--- config.mk ---
export PLATFORM = sky130hd
export DESIGN_NAME = circle_octant_rasterizer_top
export DESIGN_NICKNAME = d
export VERILOG_FILES = /design/src/rtl/cor_pkg.sv /design/src/rtl/cor_cfg_regs.sv /design/src/rtl/cor_ctrl.sv /design/src/rtl/cor_datapath.sv /design/src/rtl/circle_octant_rasterizer_top.sv
export SDC_FILE = /design/constraint.sdc
export NUM_CORES = 2
export LEC_CHECK = 0
export BUFFER_PORTS_ARGS = -buffer_cell sky130_fd_sc_hd__buf_2
export CAP_MARGIN = 20
export CORE_MARGIN = 2
export CORE_UTILIZATION = 30
export DETAILED_ROUTE_END_ITERATION = 8
export PLACE_DENSITY_LB_ADDON = 0.2
export SLEW_MARGIN = 20
export SYNTH_ARGS = -nofsm -noshare
export SYNTH_HDL_FRONTEND = slang
export SYNTH_SLANG_ARGS = --single-unit
--- constraint.sdc ---
create_clock -name clk -period 24.3 [get_ports clk]
set_input_delay 1.215 -clock clk [delete_from_list [all_inputs] [get_ports clk]]
set_output_delay 1.215 -clock clk [all_outputs]
set_load 0.05 [all_outputs]
--- src/rtl/cor_pkg.sv ---
package cor_pkg;

    // Configuration register widths
    localparam int STRIDE_BITS = 15;
    localparam int DIM_BITS    = 13;
    localparam int PIX_BITS    = 8;
    localparam int RAD_IN_BITS = 7;
    localparam int APB_DATA_BITS = 32;
    localparam int APB_ADDR_BITS = 4;

    // Parameter defaults
    localparam int DEF_MAX_RADIUS      = 64;
    localparam int DEF_COORD_BITS      = 12;
    localparam int DEF_ADDR_BITS       = 24;
    localparam int DEF_BYTES_PER_PIXEL = 4;

    // Result count cap per request
    localparam int RESULT_CAP = 64;
    localparam int CNT_BITS   = $clog2(RESULT_CAP);

    // Reset values of the configuration registers
    localparam logic [STRIDE_BITS-1:0] RST_LINE_STRIDE  = 15'd1600;
    localparam logic [DIM_BITS-1:0]    RST_IMAGE_WIDTH  = 13'd400;
    localparam logic [DIM_BITS-1:0]    RST_IMAGE_HEIGHT = 13'd300;
    localparam logic [PIX_BITS-1:0]    RST_PIXEL_VALUE  = 8'd255;

    // Register indexes
    typedef enum logic [1:0] {
        REG_LINE_STRIDE  = 2'd0,
        REG_IMAGE_WIDTH  = 2'd1,
        REG_IMAGE_HEIGHT = 2'd2,
        REG_PIXEL_VALUE  = 2'd3
    } reg_idx_t;

    typedef struct packed {
        logic [STRIDE_BITS-1:0] line_stride;
        logic [DIM_BITS-1:0]    image_width;
        logic [DIM_BITS-1:0]    image_height;
        logic [PIX_BITS-1:0]    pixel_value;
    } cfg_t;

    typedef enum logic [1:0] {
        ST_IDLE,
        ST_MUL_C,
        ST_MUL_R,
        ST_RUN
    } state_t;

    // Controller to datapath
    typedef struct packed {
        logic load;
        logic mul_c;
        logic mul_r;
        logic emit;
    } cmd_t;

    // Datapath to controller
    typedef struct packed {
        logic rad_zero;
        logic last;
    } status_t;

endpackage

--- src/rtl/cor_cfg_regs.sv ---
module cor_cfg_regs
    import cor_pkg::*;
(
    input  logic                     clk,
    input  logic                     rst_n,
    input  logic                     psel,
    input  logic                     penable,
    input  logic                     pwrite,
    input  logic [APB_ADDR_BITS-1:0] paddr,
    input  logic [APB_DATA_BITS-1:0] pwdata,
    output logic [APB_DATA_BITS-1:0] prdata,
    output logic                     pready,
    output cfg_t                     cfg
);

    cfg_t     cfg_reg;
    reg_idx_t idx;
    logic     wr_en;

    assign pready = 1'b1;
    assign idx    = reg_idx_t'(paddr[3:2]);
    assign wr_en  = psel && penable && pwrite;
    assign cfg    = cfg_reg;

    // Write a register on the access beat
    always_ff @(posedge clk or negedge rst_n)
    begin
        if (!rst_n)
        begin
            cfg_reg.line_stride  <= RST_LINE_STRIDE;
            cfg_reg.image_width  <= RST_IMAGE_WIDTH;
            cfg_reg.image_height <= RST_IMAGE_HEIGHT;
            cfg_reg.pixel_value  <= RST_PIXEL_VALUE;
        end
        else if (wr_en)
        begin
            unique case (idx)
                REG_LINE_STRIDE:  cfg_reg.line_stride  <= pwdata[STRIDE_BITS-1:0];
                REG_IMAGE_WIDTH:  cfg_reg.image_width  <= pwdata[DIM_BITS-1:0];
                REG_IMAGE_HEIGHT: cfg_reg.image_height <= pwdata[DIM_BITS-1:0];
                REG_PIXEL_VALUE:  cfg_reg.pixel_value  <= pwdata[PIX_BITS-1:0];
                default:          cfg_reg <= cfg_reg;
            endcase
        end
    end

    // Read mux
    always_comb
    begin
        unique case (idx)
            REG_LINE_STRIDE:  prdata = APB_DATA_BITS'(cfg_reg.line_stride);
            REG_IMAGE_WIDTH:  prdata = APB_DATA_BITS'(cfg_reg.image_width);
            REG_IMAGE_HEIGHT: prdata = APB_DATA_BITS'(cfg_reg.image_height);
            REG_PIXEL_VALUE:  prdata = APB_DATA_BITS'(cfg_reg.pixel_value);
            default:          prdata = '0;
        endcase
    end

endmodule

--- src/rtl/cor_ctrl.sv ---
module cor_ctrl
    import cor_pkg::*;
(
    input  logic    clk,
    input  logic    rst_n,
    input  logic    in_valid,
    output logic    in_ready,
    output logic    out_valid,
    input  logic    out_ready,
    input  status_t status,
    output cmd_t    cmd
);

    state_t state_reg, state_next;
    logic   out_valid_reg, out_valid_next;
    logic   slot_free;

    assign slot_free = !out_valid_reg || out_ready;
    assign out_valid = out_valid_reg;

    always_ff @(posedge clk or negedge rst_n)
    begin
        if (!rst_n)
        begin
            state_reg     <= ST_IDLE;
            out_valid_reg <= 1'b0;
        end
        else
        begin
            state_reg     <= state_next;
            out_valid_reg <= out_valid_next;
        end
    end

    // Next state
    always_comb
    begin
        state_next = state_reg;
        unique case (state_reg)
            ST_IDLE:
            begin
                if (in_valid)
                    state_next = ST_MUL_C;
            end
            ST_MUL_C:
            begin
                if (status.rad_zero)
                    state_next = ST_IDLE;
                else
                    state_next = ST_MUL_R;
            end
            ST_MUL_R:
            begin
                state_next = ST_RUN;
            end
            ST_RUN:
            begin
                if (slot_free && status.last)
                    state_next = ST_IDLE;
            end
            default:
            begin
                state_next = ST_IDLE;
            end
        endcase
    end

    // Outputs and commands
    always_comb
    begin
        in_ready  = 1'b0;
        cmd       = '0;
        unique case (state_reg)
            ST_IDLE:
            begin
                in_ready = 1'b1;
                cmd.load = in_valid;
            end
            ST_MUL_C: cmd.mul_c = 1'b1;
            ST_MUL_R: cmd.mul_r = 1'b1;
            ST_RUN:   cmd.emit  = slot_free;
            default:  cmd = '0;
        endcase
        if (cmd.emit)
            out_valid_next = 1'b1;
        else if (out_ready)
            out_valid_next = 1'b0;
        else
            out_valid_next = out_valid_reg;
    end

endmodule

--- src/rtl/cor_datapath.sv ---
module cor_datapath
    import cor_pkg::*;
#(
    parameter int MAX_RADIUS      = DEF_MAX_RADIUS,
    parameter int COORD_BITS      = DEF_COORD_BITS,
    parameter int ADDR_BITS       = DEF_ADDR_BITS,
    parameter int BYTES_PER_PIXEL = DEF_BYTES_PER_PIXEL
)
(
    input  logic                   clk,
    input  logic                   rst_n,
    input  cmd_t                   cmd,
    output status_t                status,
    input  cfg_t                   cfg,
    input  logic [COORD_BITS-1:0]  center_x,
    input  logic [COORD_BITS-1:0]  center_y,
    input  logic [RAD_IN_BITS-1:0] radius,
    output logic [ADDR_BITS-1:0]   addr_px_py,
    output logic [ADDR_BITS-1:0]   addr_py_px,
    output logic [ADDR_BITS-1:0]   addr_ny_px,
    output logic [ADDR_BITS-1:0]   addr_nx_py,
    output logic [ADDR_BITS-1:0]   addr_nx_ny,
    output logic [ADDR_BITS-1:0]   addr_ny_nx,
    output logic [ADDR_BITS-1:0]   addr_py_nx,
    output logic [ADDR_BITS-1:0]   addr_px_ny,
    output logic [7:0]             outside_mask,
    output logic [PIX_BITS-1:0]    pixel_byte,
    output logic                   last_step
);

    localparam int RB  = $clog2(MAX_RADIUS + 1);       // radius bits
    localparam int XB  = RB + 1;                        // signed loop coordinate
    localparam int DB  = RB + 2;                        // delta bits
    localparam int EB  = RB + 3;                        // signed error bits
    localparam int PW  = COORD_BITS + 2;                // signed point coordinate
    localparam int CB  = (PW > DIM_BITS + 1) ? PW : DIM_BITS + 1;
    localparam int PRB = COORD_BITS + STRIDE_BITS;

    // Held request
    logic [COORD_BITS-1:0] cx_reg, cy_reg;
    logic [RB-1:0]         rad_reg;
    logic [RB-1:0]         rad_sat;

    // Loop state
    logic signed [XB-1:0] x_reg, y_reg;
    logic signed [EB-1:0] err_reg;
    logic [DB-1:0]        dx_reg, dy_reg;
    logic [CNT_BITS-1:0]  cnt_reg;

    // Row base addresses, modulo the address width
    logic [ADDR_BITS-1:0] cys_reg;
    logic [ADDR_BITS-1:0] row_py_reg, row_ny_reg, row_px_reg, row_nx_reg;

    // Result register
    logic [ADDR_BITS-1:0] addr_reg [8];
    logic [7:0]           mask_reg;
    logic [PIX_BITS-1:0]  pix_reg;
    logic                 last_reg;

    // Shared setup multiplier
    logic [COORD_BITS-1:0] mul_a;
    logic [PRB-1:0]        prod;
    logic [ADDR_BITS-1:0]  prod_a, stride_a;

    // Loop step
    logic                 y_step, x_step;
    logic signed [EB-1:0] err_mid, err_next;
    logic signed [XB-1:0] x_next, y_next;
    logic [DB-1:0]        dx_next, dy_next;
    logic signed [EB-1:0] two_r;

    // Points
    logic signed [PW-1:0]  cx_s, cy_s, x_s, y_s;
    logic signed [PW-1:0]  col_px, col_nx, col_py, col_ny;
    logic signed [PW-1:0]  row_py, row_ny, row_px, row_nx;
    logic signed [PW-1:0]  pcol [8];
    logic signed [PW-1:0]  prow [8];
    logic [ADDR_BITS-1:0]  pbase [8];
    logic [ADDR_BITS-1:0]  paddr_c [8];
    logic [7:0]            pmask;
    logic signed [CB-1:0]  w_s, h_s;

    // Saturate the radius
    always_comb
    begin
        if (radius > RAD_IN_BITS'(MAX_RADIUS))
            rad_sat = RB'(MAX_RADIUS);
        else
            rad_sat = RB'(radius);
    end

    assign mul_a    = cmd.mul_c ? cy_reg : COORD_BITS'(rad_reg);
    assign prod     = PRB'(mul_a) * PRB'(cfg.line_stride);
    assign prod_a   = ADDR_BITS'(prod);
    assign stride_a = ADDR_BITS'(cfg.line_stride);

    // One midpoint iteration
    assign two_r = $signed({2'b00, rad_reg, 1'b0});
    always_comb
    begin
        y_step  = (err_reg <= 0);
        err_mid = err_reg;
        y_next  = y_reg;
        dy_next = dy_reg;
        if (y_step)
        begin
            y_next  = y_reg + XB'(1);
            err_mid = err_reg + $signed({1'b0, dy_reg});
            dy_next = dy_reg + DB'(2);
        end
        x_step   = (err_mid > 0);
        err_next = err_mid;
        x_next   = x_reg;
        dx_next  = dx_reg;
        if (x_step)
        begin
            x_next   = x_reg - XB'(1);
            dx_next  = dx_reg + DB'(2);
            err_next = err_mid + $signed({1'b0, dx_next}) - two_r;
        end
    end

    assign status.rad_zero = (rad_reg == '0);
    assign status.last     = (x_next < y_next) || (cnt_reg == CNT_BITS'(RESULT_CAP - 1));

    // Eight symmetric points
    assign cx_s = $signed({2'b00, cx_reg});
    assign cy_s = $signed({2'b00, cy_reg});
    assign x_s  = PW'(x_reg);
    assign y_s  = PW'(y_reg);
    assign col_px = cx_s + x_s;
    assign col_nx = cx_s - x_s;
    assign col_py = cx_s + y_s;
    assign col_ny = cx_s - y_s;
    assign row_py = cy_s + y_s;
    assign row_ny = cy_s - y_s;
    assign row_px = cy_s + x_s;
    assign row_nx = cy_s - x_s;
    assign w_s = CB'($signed({1'b0, cfg.image_width}));
    assign h_s = CB'($signed({1'b0, cfg.image_height}));

    always_comb
    begin
        pcol[0] = col_px; prow[0] = row_py; pbase[0] = row_py_reg;
        pcol[1] = col_py; prow[1] = row_px; pbase[1] = row_px_reg;
        pcol[2] = col_ny; prow[2] = row_px; pbase[2] = row_px_reg;
        pcol[3] = col_nx; prow[3] = row_py; pbase[3] = row_py_reg;
        pcol[4] = col_nx; prow[4] = row_ny; pbase[4] = row_ny_reg;
        pcol[5] = col_ny; prow[5] = row_nx; pbase[5] = row_nx_reg;
        pcol[6] = col_py; prow[6] = row_nx; pbase[6] = row_nx_reg;
        pcol[7] = col_px; prow[7] = row_ny; pbase[7] = row_ny_reg;
        for (int k = 0; k < 8; k++)
        begin
            pmask[k] = (pcol[k] < 0) || (prow[k] < 0) ||
                       (CB'(pcol[k]) >= w_s) || (CB'(prow[k]) >= h_s);
            if (pmask[k])
                paddr_c[k] = '0;
            else
                paddr_c[k] = ADDR_BITS'(pcol[k]) * ADDR_BITS'(BYTES_PER_PIXEL) + pbase[k];
        end
    end

    // Capture request, set up row bases, step the loop
    always_ff @(posedge clk or negedge rst_n)
    begin
        if (!rst_n)
        begin
            cnt_reg <= '0;
        end
        else if (cmd.load)
        begin
            cnt_reg <= '0;
        end
        else if (cmd.emit)
        begin
            cnt_reg <= cnt_reg + CNT_BITS'(1);
        end
    end

    always_ff @(posedge clk)
    begin
        if (cmd.load)
        begin
            cx_reg  <= center_x;
            cy_reg  <= center_y;
            rad_reg <= rad_sat;
            x_reg   <= $signed({1'b0, rad_sat}) - XB'(1);
            y_reg   <= '0;
            dx_reg  <= DB'(1);
            dy_reg  <= DB'(1);
            err_reg <= EB'(1) - $signed({2'b00, rad_sat, 1'b0});
        end
        else if (cmd.mul_c)
        begin
            cys_reg    <= prod_a;
            row_py_reg <= prod_a;
            row_ny_reg <= prod_a;
        end
        else if (cmd.mul_r)
        begin
            row_px_reg <= cys_reg + prod_a - stride_a;
            row_nx_reg <= cys_reg - prod_a + stride_a;
        end
        else if (cmd.emit)
        begin
            for (int k = 0; k < 8; k++)
                addr_reg[k] <= paddr_c[k];
            mask_reg <= pmask;
            pix_reg  <= cfg.pixel_value;
            last_reg <= status.last;
            x_reg    <= x_next;
            y_reg    <= y_next;
            dx_reg   <= dx_next;
            dy_reg   <= dy_next;
            err_reg  <= err_next;
            if (y_step)
            begin
                row_py_reg <= row_py_reg + stride_a;
                row_ny_reg <= row_ny_reg - stride_a;
            end
            if (x_step)
            begin
                row_px_reg <= row_px_reg - stride_a;
                row_nx_reg <= row_nx_reg + stride_a;
            end
        end
    end

    assign addr_px_py   = addr_reg[0];
    assign addr_py_px   = addr_reg[1];
    assign addr_ny_px   = addr_reg[2];
    assign addr_nx_py   = addr_reg[3];
    assign addr_nx_ny   = addr_reg[4];
    assign addr_ny_nx   = addr_reg[5];
    assign addr_py_nx   = addr_reg[6];
    assign addr_px_ny   = addr_reg[7];
    assign outside_mask = mask_reg;
    assign pixel_byte   = pix_reg;
    assign last_step    = last_reg;

endmodule

--- src/rtl/circle_octant_rasterizer_top.sv ---
// Channel   Handshake              Payload
// input     in_valid / in_ready    center_x, center_y, radius
// output    out_valid / out_ready  addr_* (8), outside_mask, pixel_byte, last_step
// config    APB psel/penable       paddr, pwdata, prdata (pready tied high)
//
// A request is accepted in idle, then set up on the shared stride multiplier
// (center row, then radius), then stepped through the result loop; radius 64
// gives 46 results. A zero radius returns to idle with no results. Requests
// are taken only in idle. The loop advances only when the output register is
// free or being taken. Reset clears control and loads the register defaults.
module circle_octant_rasterizer_top
    import cor_pkg::*;
#(
    parameter int MAX_RADIUS      = DEF_MAX_RADIUS,
    parameter int COORD_BITS      = DEF_COORD_BITS,
    parameter int ADDR_BITS       = DEF_ADDR_BITS,
    parameter int BYTES_PER_PIXEL = DEF_BYTES_PER_PIXEL
)
(
    input  logic                     clk,
    input  logic                     rst_n,
    input  logic                     psel,
    input  logic                     penable,
    input  logic                     pwrite,
    input  logic [APB_ADDR_BITS-1:0] paddr,
    input  logic [APB_DATA_BITS-1:0] pwdata,
    output logic [APB_DATA_BITS-1:0] prdata,
    output logic                     pready,
    input  logic                     in_valid,
    output logic                     in_ready,
    input  logic [COORD_BITS-1:0]    center_x,
    input  logic [COORD_BITS-1:0]    center_y,
    input  logic [RAD_IN_BITS-1:0]   radius,
    output logic                     out_valid,
    input  logic                     out_ready,
    output logic [ADDR_BITS-1:0]     addr_px_py,
    output logic [ADDR_BITS-1:0]     addr_py_px,
    output logic [ADDR_BITS-1:0]     addr_ny_px,
    output logic [ADDR_BITS-1:0]     addr_nx_py,
    output logic [ADDR_BITS-1:0]     addr_nx_ny,
    output logic [ADDR_BITS-1:0]     addr_ny_nx,
    output logic [ADDR_BITS-1:0]     addr_py_nx,
    output logic [ADDR_BITS-1:0]     addr_px_ny,
    output logic [7:0]               outside_mask,
    output logic [PIX_BITS-1:0]      pixel_byte,
    output logic                     last_step
);

    cfg_t    cfg;
    cmd_t    cmd;
    status_t status;

    cor_cfg_regs u_cfg (
        .clk     (clk),
        .rst_n   (rst_n),
        .psel    (psel),
        .penable (penable),
        .pwrite  (pwrite),
        .paddr   (paddr),
        .pwdata  (pwdata),
        .prdata  (prdata),
        .pready  (pready),
        .cfg     (cfg)
    );

    cor_ctrl u_ctrl (
        .clk       (clk),
        .rst_n     (rst_n),
        .in_valid  (in_valid),
        .in_ready  (in_ready),
        .out_valid (out_valid),
        .out_ready (out_ready),
        .status    (status),
        .cmd       (cmd)
    );

    cor_datapath #(
        .MAX_RADIUS      (MAX_RADIUS),
        .COORD_BITS      (COORD_BITS),
        .ADDR_BITS       (ADDR_BITS),
        .BYTES_PER_PIXEL (BYTES_PER_PIXEL)
    ) u_dp (
        .clk          (clk),
        .rst_n        (rst_n),
        .cmd          (cmd),
        .status       (status),
        .cfg          (cfg),
        .center_x     (center_x),
        .center_y     (center_y),
        .radius       (radius),
        .addr_px_py   (addr_px_py),
        .addr_py_px   (addr_py_px),
        .addr_ny_px   (addr_ny_px),
        .addr_nx_py   (addr_nx_py),
        .addr_nx_ny   (addr_nx_ny),
        .addr_ny_nx   (addr_ny_nx),
        .addr_py_nx   (addr_py_nx),
        .addr_px_ny   (addr_px_ny),
        .outside_mask (outside_mask),
        .pixel_byte   (pixel_byte),
        .last_step    (last_step)
    );

endmodule

==> metrics.yaml <==
h-tree-depth: 2
synth_edf_count: 378
synth.top_cell.area_share_pct: 25.3
maxSlewViolCount: 0
syn_area_um2: 44800
async_flop_share_pct: 12.6
ctsResizeCount: 0
yosys.area_share.xor_xnor_pct: 8.07
via_per_inst: 5.04
cpPeakStageDelay_ns: 0.61
drtAntennaViolNets: 0
r2r_setup_slack_ns: 14.49
grt_use_total_pct: 19.0
gp_congestion: 0.890
dieArea_um2: 153000
drc: 0
synth-compound-area-share_pct: 15.5
fp-row-count: 141
start_util_pct: 30.3
cts_setup_buffers: 0
synth_top_family_by_area: "adder cells"
clockRootBuffer: "clkbuf_16"
io_pins: 318
yosysWarnings: 0
endpoint_kind: "flip-flop"
crit_fanout: 55
syn_area_per_cell_um2: 9.41
area_delta_synth_final_pct: 13.1
grt_max_degree: 129
finalSetupTns_ns: 0
largest_register_ff_count: 192
start_kind: "flip-flop"
clk_pin_slew_ns: 0.06
hold_buffers: 0
routed_wl_um: 149000
min_path_cells: 2
ys.flop_type: "edfxtp_1"
hold_violations: 0
dieHeight_um: 391
cap_violations: 0
synth-simple-area-share_pct: 14.8
dp_hpwl_um: 119000
hp-start: "u_dp.dx_reg[2]$_SDFFE_PP0P_"
reg2regPathDepth: 29
ys_types: 102
cts.path.max_buffers: 3
vias: 35400
min_to: "u_dp.dx_reg[2]$_SDFFE_PP0P_"
ys_top_cells_by_area: "edfxtp_1 (25%), ha_1 (17%), fa_1 (8.2%)"
place_area_um2: 48700
cts_tree: "built"
crit_required_ns: 24.71
dr.pass1.iters: 5
synth_top_area_cell: "edfxtp_1"
final.period_utilization_pct: 40.4
grt_pass1_wl_um: 219000
cp_data_arrival_time_ns: 10.22
worstMarginPinSlew_ns: 1.22
setup_viol: 0
timing.fmax_ghz: 0.102
ys_seq_area_share_pct: 29.7
cts_buffers: 60
min_period_ns: 9.81
grt_overflow: 0
muxShareOfSynthArea_pct: 2.05
port-buffer-count: 280
drtIter0Drc: 2382
hold_path.class: "flip-flop to flip-flop"
whs_ns: 0.501
finClkSkew_ns: 0.0385
grt_pass1_vias: 34100
synthAdderAreaFrac_pct: 24.8
status: "finished, final reports clean"
cp_slowest_cell: "ha_4"
nets: 5904
worst_r2r_endpoint: "u_dp.row_nx_reg[22]$_DFFE_PP_"
die-width_um: 391
antenna_found_initial: 9
postSynthCellCount: 4765
detail_route.wl_per_cell_um: 21.1
ys_ff_latch: 460
rsz0062_at_grt: "false"
path_class: "flip-flop to flip-flop"
fin_area_um2: 50700
cts.sinks: 460
drive_gt1_share_pct: 11.0
core_area_um2: 148000
max_slew_margin_pct: 17.8
clk_latency_ns: 0.69
==> layout make-up <==
class / count / area (µm²)
Fill cell: 15200 / 97300
Multi-Input combinational cell: 3739 / 29400
Sequential cell: 460 / 13300
Tap cell: 1930 / 2410
Timing Repair Buffer: 336 / 1830
Inverter: 456 / 1710
Clock buffer: 73 / 1600
Clock inverter: 40 / 418
Antenna cell: 1 / 2.50
==> how the worst max path moves through the flow <==
| stage | start | endpoint | slack, ns | cells after the start |
|---|---|---|---|---|
| after global placement | flip-flop | u_dp.row_nx_reg[22]$_DFFE_PP_ | 14.70 | 29 |
| final | flip-flop | u_dp.row_nx_reg[22]$_DFFE_PP_ | 14.49 | 29 |
| after floorplan | in_valid | u_dp.addr_reg[0][0]$_SDFFCE_PP0P_ | 3.27 | 4 |
| after CTS | flip-flop | u_dp.row_nx_reg[22]$_DFFE_PP_ | 14.66 | 29 |
| after detailed placement | flip-flop | u_dp.row_nx_reg[22]$_DFFE_PP_ | 14.62 | 29 |
| after global routing | flip-flop | u_dp.row_nx_reg[21]$_DFFE_PP_ | 14.08 | 32 |
==> cells in the final DEF (no fill, tap or decap), types with 18 or more instances in the layout <==
master	instances
nand3_1	71
edfxtp_1	378
dfstp_2	18
dfrtp_1	40
mux2_2	36
a31oi_1	28
nor2_1	416
a21oi_1	284
or3_1	42
nand2_1	370
o21bai_1	50
mux2i_1	32
o21a_1	56
nor2b_1	65
xnor2_1	228
o31ai_1	20
fa_1	184
clkbuf_16	61
buf_2	280
nand2b_1	75
conb_1	18
and2_1	78
o21ai_0	259
ha_1	591
inv_1	451
nor3_1	90
a21o_1	125
xor2_1	170
a211oi_1	53
dfxtp_1	24
buf_4	55
a21boi_0	21
a211o_1	21
and3_1	63
==> worst max-delay path, delay by kind of cell (launching register included) <==
family	cells	cell delay (ns)
compound gates	6	1.63
xor+xnor	2	0.72
fa+ha+maj	8	3.85
buf+inv	7	1.20
flops	1	0.42
mux	1	0.14
simple gates	5	1.56
==> cells in the mapped netlist (all sizes together), types with 63 or more instances <==
cell type    n
a21o       125
a21oi      286
and2        78
and3        63
clkbuf      96
edfxtp     378
fa         184
ha         593
inv        452
nand2      370
nand2b      75
nand3       71
nor2       416
nor2b       65
nor3        93
o21ai      269
xnor2      235
xor2       170
==> kinds of logic after synthesis <==
group,count (synthesis)
AO/OA/AOI/OAI,1074
XOR/XNOR,408
adder cells (fa/ha/maj),778
buffers and inverters,582
flip-flops,460
multiplexers,77
other,2
AND/OR/NAND/NOR,1384
==> layer usage <==
layer	vias up	track usage, %	routed length, µm
met5	-	0	52
met4	6	5.26	4300
met3	168	2.54	7440
met2	886	31.3	68400
met1	17000	26.0	68500
li1	17300	-	-
==> stage by stage <==
step / utilization (%) / worst slack, ns / cells
3_3_place_gp: 32.9 / 14.70 / 6921
4_1_cts: 34.2 / 14.66 / 7034
3_5_place_dp: 32.9 / 14.62 / 6921
2_1_floorplan: - / 3.27 / 4781
6_report: 34.2 / 14.49 / 7035
5_1_grt: 34.2 / 14.08 / 7035
Power is left out: the tool's default activity adds up to more than one toggle a clock period on the data nets, which glitch-free logic cannot reach.
